===== config.mk =====
export PLATFORM = sky130hd
export DESIGN_NAME = lesq_ram
export DESIGN_NICKNAME = d
export VERILOG_FILES = /design/src/hw/rtl/lesq_ram.sv
export SDC_FILE = /design/constraint.sdc
export NUM_CORES = 1
export LEC_CHECK = 0
export BUFFER_PORTS_ARGS = -buffer_cell sky130_fd_sc_hd__buf_2
export CORE_ASPECT_RATIO = 1.75
export CORE_MARGIN = 2
export CORE_UTILIZATION = 63
export CTS_BUF_LIST = sky130_fd_sc_hd__clkbuf_2 sky130_fd_sc_hd__clkbuf_4 sky130_fd_sc_hd__clkbuf_8
export DETAILED_ROUTE_END_ITERATION = 12
export HOLD_SLACK_MARGIN = 0.02
export PLACE_DENSITY = 0.82
export SLEW_MARGIN = 10
export SYNTH_ARGS = -nofsm -noshare
export SYNTH_HDL_FRONTEND = slang
export SYNTH_SLANG_ARGS = --single-unit

===== constraint.sdc =====
create_clock -name clk -period 2.4 [get_ports clk]
set_clock_uncertainty 0.15 [all_clocks]
set_input_delay 0.24 -clock clk [delete_from_list [all_inputs] [get_ports clk]]
set_output_delay 0.24 -clock clk [all_outputs]
set_load 0.02 [all_outputs]

===== src/hw/rtl/lesq_ram.sv =====
module lesq_ram #(
    parameter int WIDTH = 8,
    parameter int DEPTH = 16
) (
    input  logic                     clk,
    input  logic                     we,
    input  logic [$clog2(DEPTH)-1:0] waddr,
    input  logic [WIDTH-1:0]         wdata,
    input  logic                     re,
    input  logic [$clog2(DEPTH)-1:0] raddr,
    output logic [WIDTH-1:0]         rdata
);

    logic [WIDTH-1:0] mem [DEPTH];
    logic [WIDTH-1:0] rdata_reg;

    always_ff @(posedge clk)
    begin
        if (we)
        begin
            mem[waddr] <= wdata;
        end
        if (re)
        begin
            rdata_reg <= mem[raddr];
        end
    end

    assign rdata = rdata_reg;

endmodule


==> impl_metrics.tcl, run 1 <==
set metrics [dict create \
    final_cell_mix "136 x edfxtp_1, 26 x buf_2, 18 x mux4_2" \
    finalSetupViolCount 0 \
    synth_area_sq_mm 0.00523 \
    rows 44 \
    num_vias 2517 \
    syn_to_final_growth_pct 14.0 \
    avgSynthCellArea_sq_um 22.8 \
    wl_per_cell_um 24.8 \
    final_common_cell "edfxtp_1" \
    cts_hold_buffers 1 \
    power_frac_seq 0.563 \
    synth_nets 248 \
    nets 303 \
    place_congestion 0.793 \
    hold_class "in2reg" \
    crit_arrival_ns 1.64 \
    yosysWarningCount 0 \
    dr.pass1.iters 5 \
    power.leakage_nw 2.01 \
    largest_reg_flops 128 \
    grt-ovfl-total 0 \
    worstPathMaxFanout 1 \
    holdCritStartpoint "wdata[0]" \
    dieHeight_um 125 \
    grt_max_degree 27 \
    start_kind "register" \
    portBuffers 26 \
    postRouteWirelength_mm 9.63 \
    drc 0 \
    finalMaxSlewViolations 0 \
    max_freq_mhz 620 \
    rsz0062_at_grt "no" \
    grt_pass1_vias 2564 \
    finalCritPeriodShare 0.672 \
    ys_seq_area_frac 0.781 \
    clkSinkCount 136 \
    num_antenna_cells 0 \
    maxCapViolations 0 \
    synthTopCellsByArea "edfxtp_1 78%, mux4_2 7.8%, mux4_1 7.0%" \
    antenna_found_initial 0 \
    postSynthCellCount 229 \
    clock_path_buffers 2 \
    power_mw 4.78 \
    power.internal_mw 3.79 \
    die_x_um 72.9 \
    yosys.area.top_type "edfxtp_1" \
    async_reset_ff_frac 0 \
    ys_ff_latch 136 \
    die-area_sq_mm 0.00907 \
    via_per_inst 6.47 \
    crit_path_end_kind "register" \
    dp_hpwl_mm 6.42 \
    worst_pin_slew_ns 0.737 \
    fin_crit_ns 1.61 \
    status "completed" \
    critPathKind "reg2reg" \
    required_ns 2.43 \
    core_sq_mm 0.00820 \
    postRouteAntennaNets 0 \
    start_util 0.637 \
    final.setup.worst_slack_ns 0.786 \
    dpl_worst_slack_ns 0.459 \
    io_pins 27 \
    grt_util_all_layers 0.232 \
    synthFlopType "edfxtp_1" \
    p_switching_uw 989 \
    maxSlewHeadroom 0.508 \
    r2r_start "mem[1][1]" \
    layout-drive-gt1-share 0.313 \
    synth_top_area_frac 0.781 \
    clkLatencyLatePin_ns 0.42 \
    tritoncts "done" \
    crit_path_start "mem[1][1]" \
    cts_buffers 17 \
    peakVddDrop_mv 0.550 \
    grt_pass1_wl_mm 14.5 \
    post_cts_resized 0 \
    hold_viol_final 0 \
    pwr-share-clk 0.385 \
    tns_ns 0 \
    cts_htree_levels 4 \
    synth.distinct_cells 18 \
    drt_iter0_drc 295 \
    synth_edf_count 136 \
    power_frac_comb 0.053 \
    power_density_mw_per_mm2 801 \
    fill_cells 444 \
    cts_setup_buffers 0 \
    clk_pin_slew_worst_paths_ns 0.07 \
    root_buffer "clkbuf_8" \
    sw_frac_of_total 0.207 \
]
[cell families after synthesis]
family	share of synthesized area
compound gates	0.0230
buf+inv	0.0165
mux	0.148
simple gates	0.0314
flops	0.781
[synthesized netlist by cell type (2+ instances only)]
| master | n |
|---|---|
| edfxtp_1 | 136 |
| mux4_2 | 18 |
| a22oi_1 | 16 |
| mux4_1 | 14 |
| nor2_1 | 13 |
| nand2_1 | 9 |
| nor3_1 | 4 |
| buf_2 | 3 |
| buf_6 | 3 |
| clkdlybuf4s25_2 | 3 |
| nand2b_1 | 2 |
| nand3b_1 | 2 |
[cell type report]
class / instances / area, sq um / share of cell area
sequential: 136 / 4080 / 0.685
clock buffer: 17 / 234 / 0.0393
timing repair buffer: 46 / 308 / 0.0517
clock inverter: 15 / 160 / 0.0269
multi-input combinational: 83 / 1060 / 0.177
tap: 92 / 115 / 0.0193
[through the flow]
step | instances | cell area, sq um | hold WS, ns | utilization
final | 389 | 5960 | 0.0491 | 0.726
after global placement | 356 | 5550 | 0.463 | 0.677
after CTS | 389 | 5960 | 0.0268 | 0.726
after global routing | 389 | 5960 | 0.0309 | 0.726
after detailed placement | 356 | 5550 | 0.467 | 0.677
after floorplan | 229 | 5230 | 0.189 | -
[critical path, cell delays in order (launching register included)]
cell,delay (ns)
edfxtp_1,0.38
mux4_1,0.51
a22oi_1,0.25
nand2_1,0.08
[final timing paths]
kind	end	slack (ns)	cells after the start
setup / recovery	rdata[1]	0.79	3
setup reg to reg	rdata[1]	0.79	3
hold / removal	mem[11][0]	0.05	1
hold reg to reg	rdata[2]	0.59	3
[power groups by stage]
| stage | registers (mW) | logic [mW] | clock network [mW] |
|---|---|---|---|
| 5_1_grt | 2.69 | 0.271 | 1.96 |
| 3_3_place_gp | 2.74 | 0.242 | 0 |
| 4_1_cts | 2.69 | 0.255 | 1.87 |
| 6_report | 2.69 | 0.252 | 1.84 |
| 2_1_floorplan | 2.75 | 0.135 | 0 |
| 3_5_place_dp | 2.74 | 0.252 | 0 |
[layer usage]
metal	track usage	routed length, um	vias up
met2	0.386	5470	110
li1	-	-	1089
met4	0.0969	174	0
met1	0.287	3520	1300
met3	0.0583	463	18
met5	0	0	-
(Power assumes the default switching activity.)
==> inputs of run 2 (changes only) <==
==> constraint.sdc (replaced) <==
create_clock -name clk -period 1.55 [get_ports clk]
set_clock_uncertainty 0.15 [all_clocks]
set_input_delay 0.155 -clock clk [delete_from_list [all_inputs] [get_ports clk]]
set_output_delay 0.155 -clock clk [all_outputs]
set_load 0.02 [all_outputs]
==> impl_metrics.tcl, run 2 (synthesized netlist as in run 1, its figures left out) <==
set metrics [dict create \
    pwr-share-clk 0.374 \
    final_cell_mix "136 x edfxtp_1, 29 x mux4_2, 26 x buf_2" \
    grt_pass1_wl_mm 15.2 \
    max_freq_mhz 632 \
    crit_arrival_ns 1.63 \
    violations "negative setup slack" \
    num_antenna_cells 0 \
    endpoint "rdata[5]" \
    crit_path_end_kind "register" \
    path_cells "mux4_2 -> a22oi_2 -> nand2_1" \
    slowest_stage "mux4_2" \
    grt-ovfl-total 0 \
    io_pins 27 \
    critPathTopFamily "multiplexers" \
    clk_pin_slew_worst_paths_ns 0.08 \
    power_frac_seq 0.563 \
    cts_buffers 17 \
    required_ns 1.59 \
    clkSinkCount 136 \
    nets 321 \
    final.setup.worst_slack_ns -0.0335 \
    holdWs_ns 0.136 \
    die-area_sq_mm 0.00907 \
    dpl_worst_slack_ns -0.272 \
    grt_pass1_vias 2681 \
    regToRegSetupSlack_ns -0.03 \
    final_common_cell "edfxtp_1" \
    cp.depth 3 \
    finalCritPeriodShare 1.02 \
    place_congestion 0.768 \
    clock_path_buffers 2 \
    maxSlewHeadroom 0.326 \
    top_usage_layer "met2" \
    antenna_found_initial 0 \
    core_sq_mm 0.00820 \
    num_vias 2510 \
    power.internal_mw 5.78 \
    worstPathMaxFanout 1 \
    layout-drive-gt1-share 0.413 \
    clkLatencyLatePin_ns 0.44 \
    rows 44 \
    start_kind "register" \
    drt_iter0_drc 250 \
    peakVddDrop_mv 0.819 \
    via_per_inst 6.17 \
    slowest_delay_ns 0.49 \
    crit_buf_inv 0 \
    power.leakage_nw 2.07 \
    dpl_cell_area_sq_mm 0.00567 \
    tritoncts "done" \
    finalSetupViolCount 1 \
    grtUsageMet1 0.295 \
    die_x_um 72.9 \
    use_met2 0.413 \
    p_switching_mw 1.60 \
    grt_max_degree 19 \
    grtUsageMet3 0.0736 \
    wl_per_cell_um 24.0 \
    dp_hpwl_mm 6.65 \
    drc 0 \
    rsz0062_at_grt "yes" \
    fin_crit_ns 1.58 \
    maxCapViolations 0 \
    critPathKind "reg2reg" \
    postRouteAntennaNets 0 \
    root_buffer "clkbuf_8" \
    reg2regPathDepth 3 \
    hold_class "in2reg" \
    rr_endpoint "rdata[5]" \
    dieHeight_um 125 \
    power_mw 7.38 \
    power_density_mw_per_mm2 1200 \
    status "finished with violations" \
    holdCritStartpoint "waddr[0]" \
    sw_frac_of_total 0.217 \
    finalMaxSlewViolations 0 \
    final_cells 407 \
    postRouteWirelength_mm 9.76 \
    syn_to_final_growth_pct 18.0 \
    cts_setup_buffers 0 \
    start_util 0.637 \
    r2r_start "mem[0][5]" \
    place_inst 366 \
    largest_reg_flops 128 \
    crit_path_start "mem[0][5]" \
    power_frac_comb 0.063 \
    worst_pin_slew_ns 1.01 \
    cts_htree_levels 4 \
    final_cell_area_sq_mm 0.00617 \
    dr.pass1.iters 5 \
    portBuffers 26 \
    grt_util_all_layers 0.243 \
    hold_viol_final 0 \
]
[run 2: cell types whose count changed in the layout (fill, tap and decap cells not counted), moves of 3 or more]
cell           previous run  this run
a22oi_1                  16         4
a22oi_2                   0        12
buf_12                    2         5
buf_4                    17        24
clkinv_1                  3         0
clkinv_4                  1         5
dlygate4sd3_1             1         9
mux4_1                   14         3
mux4_2                   18        29
[run 2: cell type report]
class	instances	area, sq um
Multi-Input combinational cell	83	1080
Clock inverter	15	155
Timing Repair Buffer	64	500
Tap cell	92	115
Sequential cell	136	4080
Fill cell	413	2030
Clock buffer	17	234
[run 2: repair_timing]
action | 4_1_cts | 5_1_grt
pin swaps | 2 | 5
setup endpoints to repair | 6 | 8
cloned | 0 | 0
resized for setup | 12 | 10
hold endpoints to repair | 136 | 0
hold buffers | 9 | 0
[run 2: worst min-delay path by stage]
stage | slack, ns | endpoint | cells past startpoint
6_report | 0.14 | mem[4][2] | 3
4_1_cts | 0.11 | mem[4][2] | 3
5_1_grt | 0.13 | mem[4][7] | 3
2_1_floorplan | 0.10 | mem[0][0] | 0
3_5_place_dp | 0.38 | rdata[4] | 1
3_3_place_gp | 0.39 | mem[5][3] | 1
[run 2: tightest hold or removal path, cell delays in order]
cell	delay, ns
buf_2	0.15
nor3_1	0.10
buf_4	0.15
[run 2: per-layer routing]
metal | up-vias | share of wire | wire length [um]
met2 | 91 | 0.57 | 5560
met4 | 0 | 0.013 | 127
met5 | - | 0 | 0
met1 | 1291 | 0.37 | 3570
met3 | 11 | 0.051 | 502
li1 | 1117 | - | -
[run 2: power by group through the flow]
| stage | logic [mW] | registers [mW] | clock network (mW) |
|---|---|---|---|
| after floorplan | 0.214 | 4.26 | 0 |
| after global placement | 0.408 | 4.24 | 0 |
| after detailed placement | 0.426 | 4.24 | 0 |
| after CTS | 0.459 | 4.16 | 2.81 |
| after global routing | 0.504 | 4.17 | 2.97 |
| final | 0.466 | 4.16 | 2.76 |
[run 2: stage by stage]
step | setup TNS [ns] | util
floorplan | -0.630 | -
global placement | -1.80 | 0.691
detailed placement | -2.75 | 0.691
CTS | -0.0289 | 0.750
global route | -0.208 | 0.752
finish | -0.0335 | 0.752
